**src/hdl/defd_pkg.sv**
```systemverilog
// Shared types and constants for the dirty entry flush decider.
`timescale 1ns / 1ps

package defd_pkg;

  localparam int SLOTS_DEF = 16;
  localparam int AGE_W     = 32;
  localparam int CMD_W     = 3;
  localparam int KEY_W     = 4;
  localparam int CFG_IDX_W = 2;
  localparam int CFG_W     = 32;
  localparam int LIST_MAX  = 16;

  localparam logic [AGE_W-1:0] AGE_MAX = {AGE_W{1'b1}};

  typedef enum logic [CMD_W-1:0] {
    CMD_TICK      = 3'd0,
    CMD_MARK      = 3'd1,
    CMD_CLEAR     = 3'd2,
    CMD_CLEAR_ALL = 3'd3,
    CMD_LIST      = 3'd4
  } cmd_t;

  typedef enum logic [CFG_IDX_W-1:0] {
    REG_MAX_DIRTY_COUNT = 2'd0,
    REG_DEBOUNCE_ENABLE = 2'd1,
    REG_DEBOUNCE_MS     = 2'd2
  } cfg_reg_t;

  localparam logic [4:0]       MAX_DIRTY_RST = 5'd8;
  localparam logic             DEB_EN_RST    = 1'b0;
  localparam logic [AGE_W-1:0] DEB_MS_RST    = 32'd1000;

  // Control from the sequencer to the age unit.
  typedef struct packed {
    logic walk_en;
    logic walk_dirty;
    logic tick;
    logic zero_en;
  } age_ctl_t;

  // Per-slot verdict coming back from the age unit.
  typedef struct packed {
    logic vld;
    logic aged;
  } age_res_t;

endpackage

```
**src/hdl/defd_age_unit.sv**
```systemverilog
// Age memory with the shared saturating incrementer and debounce comparator.
`timescale 1ns / 1ps

module defd_age_unit #(
  parameter int SLOTS = defd_pkg::SLOTS_DEF,
  parameter int IDX_W = (SLOTS > 1) ? $clog2(SLOTS) : 1
) (
  input  logic                        clk,
  input  logic                        rst,
  input  defd_pkg::age_ctl_t          ctl,
  input  logic [IDX_W-1:0]            walk_idx,
  input  logic [IDX_W-1:0]            zero_idx,
  input  logic [defd_pkg::AGE_W-1:0]  debounce_ms,
  output defd_pkg::age_res_t          res
);

  logic [defd_pkg::AGE_W-1:0] mem [SLOTS];
  logic [defd_pkg::AGE_W-1:0] rd_age;
  logic [defd_pkg::AGE_W-1:0] age_new;
  logic [IDX_W-1:0]           rd_idx;
  logic                       rd_vld;
  logic                       rd_dirty;
  logic                       rd_tick;
  logic                       bump;

  always_ff @(posedge clk) begin
    if (rst) begin
      rd_vld <= 1'b0;
    end else begin
      rd_vld <= ctl.walk_en;
    end
  end

  always_ff @(posedge clk) begin
    rd_age   <= mem[walk_idx];
    rd_idx   <= walk_idx;
    rd_dirty <= ctl.walk_dirty;
    rd_tick  <= ctl.tick;
  end

  // A slot that is not dirty never ages, and its stored age is not looked at
  // until a mark has written zero to it.
  assign bump    = rd_vld && rd_tick && rd_dirty && (rd_age != defd_pkg::AGE_MAX);
  assign age_new = bump ? rd_age + 1'b1 : rd_age;

  always_ff @(posedge clk) begin
    if (ctl.zero_en) begin
      mem[zero_idx] <= '0;
    end else if (bump) begin
      mem[rd_idx] <= age_new;
    end
  end

  assign res.vld  = rd_vld;
  assign res.aged = rd_dirty && (age_new >= debounce_ms);

endmodule

```
**src/hdl/dirty_entry_flush_decider.sv**
```systemverilog
// Top level of the dirty entry flush decider: slot flags, sequencer and ports.
`timescale 1ns / 1ps

// Timing: after the input transfer the sequencer walks every slot in turn through the one
// age incrementer and comparator, takes the last verdict in S_DRAIN and loads the result
// in S_EMIT. In a list run, the dirty slots' results are loaded in ascending slot order.
// A new command is taken only once the last result of the previous one is loaded, so list
// results and output stalls hold the input. Reset (rst, synchronous) empties the table
// and restores the registers; a mark zeroes a slot's age first.
module dirty_entry_flush_decider #(
  parameter int SLOTS = defd_pkg::SLOTS_DEF
) (
  input  logic                            clk,
  input  logic                            rst,
  // Input stream. tdata from bit 0: cmd[2:0], key_index[6:3], zero pad [7].
  input  logic                            s_tvalid,
  output logic                            s_tready,
  input  logic [7:0]                      s_tdata,
  // Result stream. tdata from bit 0: key_dirty[0], flush_needed[1],
  // listed_valid[2], listed_slot[6:3], zero pad [7]. tlast marks the end.
  output logic                            m_tvalid,
  input  logic                            m_tready,
  output logic [7:0]                      m_tdata,
  output logic                            m_tlast,
  // Configuration write port.
  input  logic                            cfg_we,
  input  logic [defd_pkg::CFG_IDX_W-1:0]  cfg_index,
  input  logic [defd_pkg::CFG_W-1:0]      cfg_data
);

  localparam int IDX_W  = (SLOTS > 1) ? $clog2(SLOTS) : 1;
  localparam int CNT_W  = $clog2(SLOTS + 1);
  localparam int CMP_W  = (CNT_W > 5) ? CNT_W : 5;
  localparam int LIST_N = (SLOTS < defd_pkg::LIST_MAX) ? SLOTS : defd_pkg::LIST_MAX;
  localparam int LIDX_W = (LIST_N > 1) ? $clog2(LIST_N) : 1;
  localparam logic [IDX_W-1:0] WALK_LAST = IDX_W'(SLOTS - 1);

  typedef enum logic [1:0] {
    S_IDLE,
    S_WALK,
    S_DRAIN,
    S_EMIT
  } state_t;

  state_t state;

  // Configuration registers.
  logic [4:0]                 max_dirty_count;
  logic                       debounce_enable;
  logic [defd_pkg::AGE_W-1:0] debounce_ms;

  // Slot flags live in flip-flops; the ages live in the age unit's memory.
  logic [SLOTS-1:0] present;
  logic [SLOTS-1:0] dirty;

  // The command in progress.
  defd_pkg::cmd_t cmd_q;
  logic [IDX_W-1:0] kidx_q;
  logic             key_ok_q;

  // Walk and decision state.
  logic [IDX_W-1:0]  wptr;
  logic [CNT_W-1:0]  cnt;
  logic              aged_acc;
  logic              flush;
  logic              list_any;
  logic [LIDX_W-1:0] lptr;

  // Output register.
  logic       o_kd;
  logic       o_fl;
  logic       o_lv;
  logic [3:0] o_ls;

  // Input decode.
  logic                      acc;
  defd_pkg::cmd_t            in_cmd;
  logic [defd_pkg::KEY_W-1:0] in_key;
  logic [IDX_W-1:0]          in_kidx;
  logic                      in_key_ok;

  defd_pkg::age_ctl_t age_ctl;
  defd_pkg::age_res_t age_res;

  logic              out_free;
  logic              load_out;
  logic [LIST_N-1:0] ldv;
  logic              more_above;
  logic              kd;
  logic              aged_final;

  assign s_tready  = (state == S_IDLE);
  assign acc       = s_tvalid && s_tready;
  assign in_cmd    = defd_pkg::cmd_t'(s_tdata[2:0]);
  assign in_key    = s_tdata[6:3];
  assign in_kidx   = IDX_W'(in_key);
  assign in_key_ok = (32'(in_key) < 32'(SLOTS));

  assign age_ctl.walk_en    = (state == S_WALK);
  assign age_ctl.walk_dirty = dirty[wptr];
  assign age_ctl.tick       = (cmd_q == defd_pkg::CMD_TICK);
  assign age_ctl.zero_en    = acc && (in_cmd == defd_pkg::CMD_MARK) && in_key_ok;

  defd_age_unit #(
    .SLOTS (SLOTS),
    .IDX_W (IDX_W)
  ) u_age (
    .clk         (clk),
    .rst         (rst),
    .ctl         (age_ctl),
    .walk_idx    (wptr),
    .zero_idx    (in_kidx),
    .debounce_ms (debounce_ms),
    .res         (age_res)
  );

  assign out_free   = !m_tvalid || m_tready;
  // Only slots 0 to 15 can be addressed, so only those appear in a list run.
  assign ldv        = dirty[LIST_N-1:0];
  assign more_above = |((ldv >> lptr) >> 1);
  assign kd         = key_ok_q && dirty[kidx_q];
  assign aged_final = aged_acc || (age_res.vld && age_res.aged);

  // High in the cycle in which a new result is loaded into the output register.
  assign load_out = (state == S_EMIT) && out_free &&
                    ((cmd_q != defd_pkg::CMD_LIST) || !list_any || ldv[lptr]);

  assign m_tdata = {1'b0, o_ls, o_lv, o_fl, o_kd};

  always_ff @(posedge clk) begin
    if (rst) begin
      state           <= S_IDLE;
      present         <= '0;
      dirty           <= '0;
      m_tvalid        <= 1'b0;
      max_dirty_count <= defd_pkg::MAX_DIRTY_RST;
      debounce_enable <= defd_pkg::DEB_EN_RST;
      debounce_ms     <= defd_pkg::DEB_MS_RST;
    end else begin
      if (cfg_we) begin
        case (cfg_index)
          defd_pkg::REG_MAX_DIRTY_COUNT: max_dirty_count <= cfg_data[4:0];
          defd_pkg::REG_DEBOUNCE_ENABLE: debounce_enable <= cfg_data[0];
          defd_pkg::REG_DEBOUNCE_MS:     debounce_ms     <= cfg_data;
          default: ;
        endcase
      end

      if (m_tready && !load_out) begin
        m_tvalid <= 1'b0;
      end

      case (state)
        S_IDLE: begin
          if (acc) begin
            cmd_q    <= in_cmd;
            kidx_q   <= in_kidx;
            key_ok_q <= in_key_ok;
            case (in_cmd)
              defd_pkg::CMD_MARK: begin
                if (in_key_ok) begin
                  present[in_kidx] <= 1'b1;
                  dirty[in_kidx]   <= 1'b1;
                end
              end
              defd_pkg::CMD_CLEAR: begin
                // Clearing a slot that is not present has no effect.
                if (in_key_ok && present[in_kidx]) begin
                  dirty[in_kidx] <= 1'b0;
                end
              end
              defd_pkg::CMD_CLEAR_ALL: begin
                present <= '0;
                dirty   <= '0;
              end
              default: ;
            endcase
            wptr     <= '0;
            cnt      <= '0;
            aged_acc <= 1'b0;
            state    <= S_WALK;
          end
        end

        S_WALK: begin
          // One slot read per cycle; its verdict arrives in the cycle after.
          cnt <= cnt + CNT_W'(dirty[wptr]);
          if (age_res.vld) begin
            aged_acc <= aged_acc || age_res.aged;
          end
          if (wptr == WALK_LAST) begin
            state <= S_DRAIN;
          end else begin
            wptr <= wptr + 1'b1;
          end
        end

        S_DRAIN: begin
          // The last slot's verdict is on the bus now.
          flush <= (|present) &&
                   ((CMP_W'(cnt) >= CMP_W'(max_dirty_count)) ||
                    (debounce_enable && aged_final));
          list_any <= |ldv;
          lptr     <= '0;
          state    <= S_EMIT;
        end

        S_EMIT: begin
          if (out_free) begin
            if ((cmd_q != defd_pkg::CMD_LIST) || !list_any) begin
              m_tvalid <= 1'b1;
              o_kd     <= kd;
              o_fl     <= flush;
              o_lv     <= 1'b0;
              o_ls     <= '0;
              m_tlast  <= 1'b1;
              state    <= S_IDLE;
            end else if (ldv[lptr]) begin
              m_tvalid <= 1'b1;
              o_kd     <= kd;
              o_fl     <= flush;
              o_lv     <= 1'b1;
              o_ls     <= 4'(lptr);
              m_tlast  <= !more_above;
              if (!more_above) begin
                state <= S_IDLE;
              end else begin
                lptr <= lptr + 1'b1;
              end
            end else begin
              lptr <= lptr + 1'b1;
            end
          end
        end

        default: state <= S_IDLE;
      endcase
    end
  end

endmodule

```
**config.mk**
```make
export PLATFORM = sky130hd
export DESIGN_NAME = dirty_entry_flush_decider
export DESIGN_NICKNAME = d
export VERILOG_FILES = /design/src/hdl/defd_pkg.sv /design/src/hdl/defd_age_unit.sv /design/src/hdl/dirty_entry_flush_decider.sv
export SDC_FILE = /design/constraint.sdc
export NUM_CORES = 1
export LEC_CHECK = 0
export BUFFER_PORTS_ARGS = -buffer_cell sky130_fd_sc_hd__buf_4
export CAP_MARGIN = 20
export CORE_ASPECT_RATIO = 0.8
export CORE_MARGIN = 2
export CORE_UTILIZATION = 57
export DETAILED_ROUTE_END_ITERATION = 8
export PLACE_DENSITY = 0.73
export SLEW_MARGIN = 20
export SYNTH_ARGS = -nofsm -noshare
export SYNTH_HDL_FRONTEND = slang
export SYNTH_SLANG_ARGS = --single-unit
```
**constraint.sdc**
```tcl
create_clock -name clk -period 10 [get_ports clk]
set_clock_uncertainty 0.05 [all_clocks]
set_input_delay 1.5 -clock clk [delete_from_list [all_inputs] [get_ports clk]]
set_output_delay 1.5 -clock clk [all_outputs]
set_load 0.03 [all_outputs]
```
; ---- Word-level counts from Yosys, hierarchy flattened
; Memories as Yosys holds them, arrays and structs flattened. A register that Yosys moved wholly into a read port is not among the register bits.
; Cells that the tools add are included.
; W data, S select, Z words.
[classes]
add_sub_neg = 4
order_cmp = 7
n_eq_ne = 21
n_shift = 1
mux = 54
bitwise = 5
n_reduce_logical = 48
[ops]
columns = cell, n
row1 = $mux W32, 2
row2 = $pmux W16 S3, 1
row3 = $add A32 B1 Y32 const B, 1
row4 = $ge A32 B32 Y1, 1
row5 = $mux W4, 8
row6 = $ne A32 B32 Y1 const B, 1
row7 = $or A16 B16 Y16, 2
row8 = $pmux W16 S2, 1
row9 = $reduce_or A16 Y1, 2
row10 = $reduce_or A32 Y1, 1
row11 = $mux W1, 24
row12 = $lt A4 B5 Y1 const B, 4
row13 = $and A16 B16 Y16, 1
row14 = $bmux W1 S4, 4
row15 = $mux W16, 1
row16 = $not A16 Y16, 1
row17 = $pmux W4 S2, 2
row18 = $reduce_and A4 Y1, 4
row19 = $shr A16 B4 Y16, 1
row20 = $reduce_or A15 Y1, 1
row21 = $logic_and A1 B1 Y1, 13
row22 = $mux W2, 6
row23 = $ne A2 B2 Y1 const B, 6
row24 = $pmux W5 S2, 1
row25 = 27 further kinds, 51
[totals]
reg_bits = 111
ramBits = 512
input_bits = 47
output_inout_bits = 11
n_memories = 1
[mem_list]
columns = memory, words, word_bits, rd, rd_clocked_by_memory_dff, wr, line_no
row1 = u_age.mem, 16, 32, 1, 1, 1, defd_age_unit.sv:17  ; logic [defd_pkg::AGE_W-1:0] mem [SLOTS];

; ---- Longest topological paths before layout
[depth]
depth_word = 11
ltp_mapped = 15
ltp_nobuf = 15

; ---- Modules after synthesis
; A second synthesis with hierarchy kept.
[hier_totals]
cells_unflattened = 1633
area_unflattened_um2 = 27465.1
[modules_own_cells]
columns = mod, n_inst, cells_per_inst, area_each_um2, seq_area_each_um2
row1 = defd_age_unit, 1, 1107, 22342.7, 16155.5
row2 = dirty_entry_flush_decider, 1, 526, 5122.4, 2392.3

; ---- Worst setup path before layout
; OpenSTA, ideal clock, no wires.
[synth_timing]
path_kind = in2reg
start = input port s_tdata[0]
end = memory u_age.mem[1][0] (netlist name), enable pin
setup_ns = 0.511
arrival_ns = 5.668
setup_slack_ns = 3.772
cell_stages = 7
path_cell_list = clkbuf_1 > and2_1 > clkbuf_1 > nand2b_1 > nand2_1 > buf_2 > o41ai_1
[synth_between]
elab_chain_len = 6
elab_cells_between_ends = 9
cone_classes = eq/ne (1) / mux (6) / reduce/logical (2)
[synth_lines]
columns = item, line_no
row1 = start: declaration, dirty_entry_flush_decider.sv:18  ; input logic [7:0] s_tdata,
row2 = $eq A3 B1 Y1 *, dirty_entry_flush_decider.sv:102  ; assign age_ctl.zero_en = acc && (in_cmd == defd_pkg::CMD_MARK) && in_key_ok;
row3 = $logic_and A1 B1 Y1 *, dirty_entry_flush_decider.sv:102
row4 = $mux W1, defd_age_unit.sv:47  ; if (ctl.zero_en) begin
row5 = $mux W1 (not written as such), defd_age_unit.sv:50  ; mem[rd_idx] <= age_new;
row6 = $reduce_or A32 Y1 (no line), --
row7 = $mux W4 (no line) / $mux W1 (equally long branches), --
row8 = end: declaration, defd_age_unit.sv:17
; Mark *: on every way between the ends. The rest lies on a longest branch, timed or not.

; ---- Final worst setup path
[layout_timing]
start = register u_age.rd_age[0] (netlist name) (read register of u_age.mem)
end = register flush, data pin
[layout_between]
elab_chain_len = 10
elab_cells_between_ends = 11
cone_classes = add/sub (1) / order compare (1) / eq/ne (1) / mux (1) / reduce/logical (7)
[layout_lines]
columns = item, line_no
row1 = start: declaration, defd_age_unit.sv:18  ; logic [defd_pkg::AGE_W-1:0] rd_age;
row2 = branches (longest 2 deep; another with $add A32 B1 Y32), --
row3 = $mux W32 *, defd_age_unit.sv:44  ; assign age_new = bump ? rd_age + 1'b1 : rd_age;
row4 = $ge A32 B32 Y1 *, defd_age_unit.sv:55  ; assign res.aged = rd_dirty && (age_new >= debounce_ms);
row5 = $logic_and A1 B1 Y1 *, defd_age_unit.sv:55
row6 = $logic_and A1 B1 Y1 *, dirty_entry_flush_decider.sv:122  ; assign aged_final = aged_acc || (age_res.vld && age_res.aged);
row7 = $logic_or A1 B1 Y1 *, dirty_entry_flush_decider.sv:122
row8 = $logic_and A1 B1 Y1 *, dirty_entry_flush_decider.sv:202  ; (debounce_enable && aged_final));
row9 = $logic_or A1 B1 Y1 *, dirty_entry_flush_decider.sv:201  ; ((CMP_W'(cnt) >= CMP_W'(max_dirty_count)) ||
row10 = $logic_and A1 B1 Y1 *, dirty_entry_flush_decider.sv:200  ; flush <= (|present) &&
row11 = end signal: assignment, dirty_entry_flush_decider.sv:200
row12 = end: declaration, dirty_entry_flush_decider.sv:65  ; logic flush;
; Every way passes the cells marked *.
; A chain may end at the register's enable or synchronous reset.

==> impl_metrics.env <==
export IMPL_avgSynthCellArea_um2=17.05
export IMPL_ir_drop_uv=194.9
export IMPL_outcome="finished, final reports clean"
export IMPL_p_total_mw=6.031
export IMPL_hold_violations=0
export IMPL_die_w_um=247.9
export IMPL_wire_per_inst_um=25.89
export IMPL_p_seq_frac=0.503
export IMPL_rsz0062_at_grt="false"
export IMPL_leakage_nw=11.19
export IMPL_die_area_um2=49360
export IMPL_final_area_um2=30330
export IMPL_dp_cells=2212
export IMPL_cp_slowest_cell="nor3_1"
export IMPL_arrival_ns=5.16
export IMPL_cts_sinks=655
export IMPL_cts_tree="yes"
export IMPL_post_cts_setup_buffers=0
export IMPL_synth_nets=1684
export IMPL_synth_compound_area_frac=0.04760
export IMPL_fin_cells=2328
export IMPL_overflow=0
export IMPL_viasPerCell=6.282
export IMPL_nNetsFinal=1749
export IMPL_end_kind="flop"
export IMPL_path_cells="ha_1 -> nand4_1 -> nor3_1 -> a31oi_1 -> and3_1 -> xor2_1 -> ha_1 -> a21o_1 -> a21o_1 -> a21o_1 -> a2111oi_0 -> o31ai_1 -> a211oi_1 -> nor3_1"
export IMPL_ys_warn_count=0
export IMPL_final_core_util=0.6454
export IMPL_synth_top_family_by_area="multiplexers"
export IMPL_initialDrtViolationCount=1553
export IMPL_clk_pin_slew_ns=0.06
export IMPL_hold_buffers=0
export IMPL_cp_num_buf_inv=0
export IMPL_setup_viol=0
export IMPL_fin_ws_ns=5.150
export IMPL_hpwl_mm=32.78
export IMPL_grt_max_degree=106
export IMPL_synthFlopType="edfxtp_1"
export IMPL_io_buffers=55
export IMPL_drive_above_1_share=0.2319
export IMPL_switching_power_mw=1.473
export IMPL_synth_cell_types=64
export IMPL_synth_area_top_cells="edfxtp_1, mux4_2, dfxtp_1"
export IMPL_power_density_nw_per_um2=198.8
export IMPL_synthCells=1591
export IMPL_yosysMostFrequentCell="edfxtp_1"
export IMPL_syn_to_final_growth_pct=11.82
export IMPL_swShare=0.2443
export IMPL_fin_hold_ws_ns=0.4045
export IMPL_grt_pass1_wl_mm=89.87
export IMPL_first_pass_iters=5
export IMPL_reg2reg_depth=14
export IMPL_cpPeakStageDelay_ns=0.56
export IMPL_report_final_slew_viol_count=0
export IMPL_drc_errors=0
export IMPL_crit_start="u_age.rd_age[0]"
export IMPL_p_int_mw=4.557
export IMPL_ys_seq_area_frac=0.6838
export IMPL_muxShareOfSynthArea=0.1522
export IMPL_row_count=71
export IMPL_crit_family="compound AO/OA/AOI/OAI gates"
export IMPL_num_antenna_cells=0
export IMPL_first_global_vias=14300
export IMPL_hold_class="reg -> reg"
export IMPL_postRouteAntennaNets=0
export IMPL_worst_slew_pin_slew_ns=1.090
export IMPL_clock_power_share=0.378
export IMPL_grt_usage=0.2512
export IMPL_cts_repair_resized=0
export IMPL_root_buffer="clkbuf_16"
export IMPL_synth_seq_cells=655
export IMPL_antenna_found_initial=0
export IMPL_yosys_area_top_type_share=0.6011
export IMPL_start_util=0.5772
export IMPL_rrSetupSlack_ns=5.15
export IMPL_synthTopCellsByCount="edfxtp_1, mux4_2, dfxtp_1, nand2_1, nor2_1"
export IMPL_path_class="reg -> reg"
export IMPL_synth_xor_area_share=0.01453
export IMPL_p_comb_frac=0.120
export IMPL_drt_wl_total_mm=60.26
export IMPL_fmax_mhz=206.2
export IMPL_required_ns=10.31
export IMPL_postPlaceCellArea_um2=28350
export IMPL_post_place_ws_ns=4.975
export IMPL_dr_total_vias=14620
export IMPL_slew_headroom=0.2737
export IMPL_post_route_period_util=0.4850
export IMPL_synth_largest_area_cell="edfxtp_1"
export IMPL_gp_congestion=0.8441
export IMPL_min_period_ns=4.850
export IMPL_cts_made_buffers=61
export IMPL_cts_buffer_depth=3
export IMPL_synth_simple_area_share=0.06010
export IMPL_insertion_delay_ns=0.63
export IMPL_syn_area_um2=27120
export IMPL_ioPinCount=58
export IMPL_setup_tns_final_ns=0
export IMPL_htreeDepth=2
export IMPL_core_um2=46990
export IMPL_cp_endpoint="flush"
export IMPL_async_reset_ff_frac=0
export IMPL_cap_violations=0
export IMPL_die_y_um=199.1
export IMPL_synth_edf_count=543
export IMPL_critPathLaunchType="flop"
export IMPL_critical_path_depth=14
export IMPL_r2r_end="flush"
export IMPL_cpMostUsedCell="a21o_1"
export IMPL_synth_fa_ha_area_frac=0.02122
export IMPL_critPathMaxFanout=5
export IMPL_r2r_start="u_age.rd_age[0]"
-- power groups by stage --
stage	clock (mW)	sequential, mW	combinational (mW)
6_report	2.28	3.03	0.721
4_1_cts	2.31	3.03	0.727
2_1_floorplan	0	3.07	0.545
3_3_place_gp	0	3.09	0.710
3_5_place_dp	0	3.09	0.722
5_1_grt	2.41	3.04	0.781
-- state kept, by name, summed over array words and instances, names as in the netlist, 2 cells and up --
register / flops
debounce_ms: 32
u_age.rd_age: 32
u_age.rd_idx: 4
wptr: 4
o_ls: 4
cnt: 5
lptr: 4
state: 2
dirty: 16
present: 16
cmd_q: 3
u_age.mem: 512
max_dirty_count: 5
kidx_q: 4
-- metal layers --
metal	wire (µm)	part of all wire	global-route usage	vias to the layer above
met3	4219	0.070	0.03129	80
met4	1454	0.024	0.07674	0
met5	0	0	0	-
met2	29210	0.48	0.4038	587
met1	25380	0.42	0.3658	7547
li1	-	-	-	6410
-- logic make-up (layout without fill, tap and decap cells) --
| group | Yosys count | in the layout |
|---|---|---|
| AOI/OAI and AO/OA | 187 | 187 |
| xor gates and xnor gates | 45 | 45 |
| adders and majority gates | 46 | 46 |
| buffers and inverters | 132 | 249 |
| DFF | 655 | 655 |
| muxes | 186 | 186 |
| other | 1 | 1 |
| and+or+nand+nor | 339 | 339 |
-- cells in the final DEF, fill, tap and decap left out, types with 6 or more instances in the layout --
cell         n
edfxtp_1   543
mux4_2     176
dfxtp_1    112
nand2_1    103
nor2_1      90
buf_4       80
a21oi_1     63
clkbuf_16   61
inv_1       52
ha_1        46
nor2b_1     34
xnor2_1     32
nand3_1     20
o21ai_0     17
a21o_1      16
nand2b_1    15
nor3_1      13
xor2_1      13
and2_1      13
clkinv_2    13
nand4_1     11
a21oi_2     11
clkbuf_1    11
and4_1      10
nor4_1      10
o21ai_2     10
clkinv_1    10
o31ai_4      9
and3_1       8
clkbuf_8     8
a31oi_1      7
a211o_1      7
mux2i_1      6
-- how the worst min path moves through the flow --
stage / startpoint / end / slack, ns / cells after the start
floorplan: wptr[2] / u_age.rd_idx[2] / 0.30 / 0
global placement: debounce_ms[15] / debounce_ms[15] / 0.39 / 2
detailed placement: debounce_ms[27] / debounce_ms[27] / 0.40 / 2
CTS: debounce_ms[27] / debounce_ms[27] / 0.41 / 2
global route: debounce_ms[17] / debounce_ms[17] / 0.42 / 2
finish: debounce_ms[17] / debounce_ms[17] / 0.40 / 2
-- worst register-to-register path: stages, from the launching register on --
cell       delay, ns
dfxtp_1         0.47
ha_1            0.28
nand4_1         0.18
nor3_1          0.56
a31oi_1         0.42
and3_1          0.32
xor2_1          0.20
ha_1            0.30
a21o_1          0.18
a21o_1          0.18
a21o_1          0.19
a2111oi_0       0.54
o31ai_1         0.28
a211oi_1        0.29
nor3_1          0.13
-- cell type report --
type / count / area, µm²
Clock buffer: 80 / 1678
Clock inverter: 35 / 286.5
Fill cell: 3143 / 16660
Inverter: 52 / 195.2
Multi-Input combinational cell: 804 / 8217
Sequential cell: 655 / 18550
Tap cell: 620 / 775.7
Timing Repair Buffer: 82 / 631.9
(Power assumes the default switching activity.)
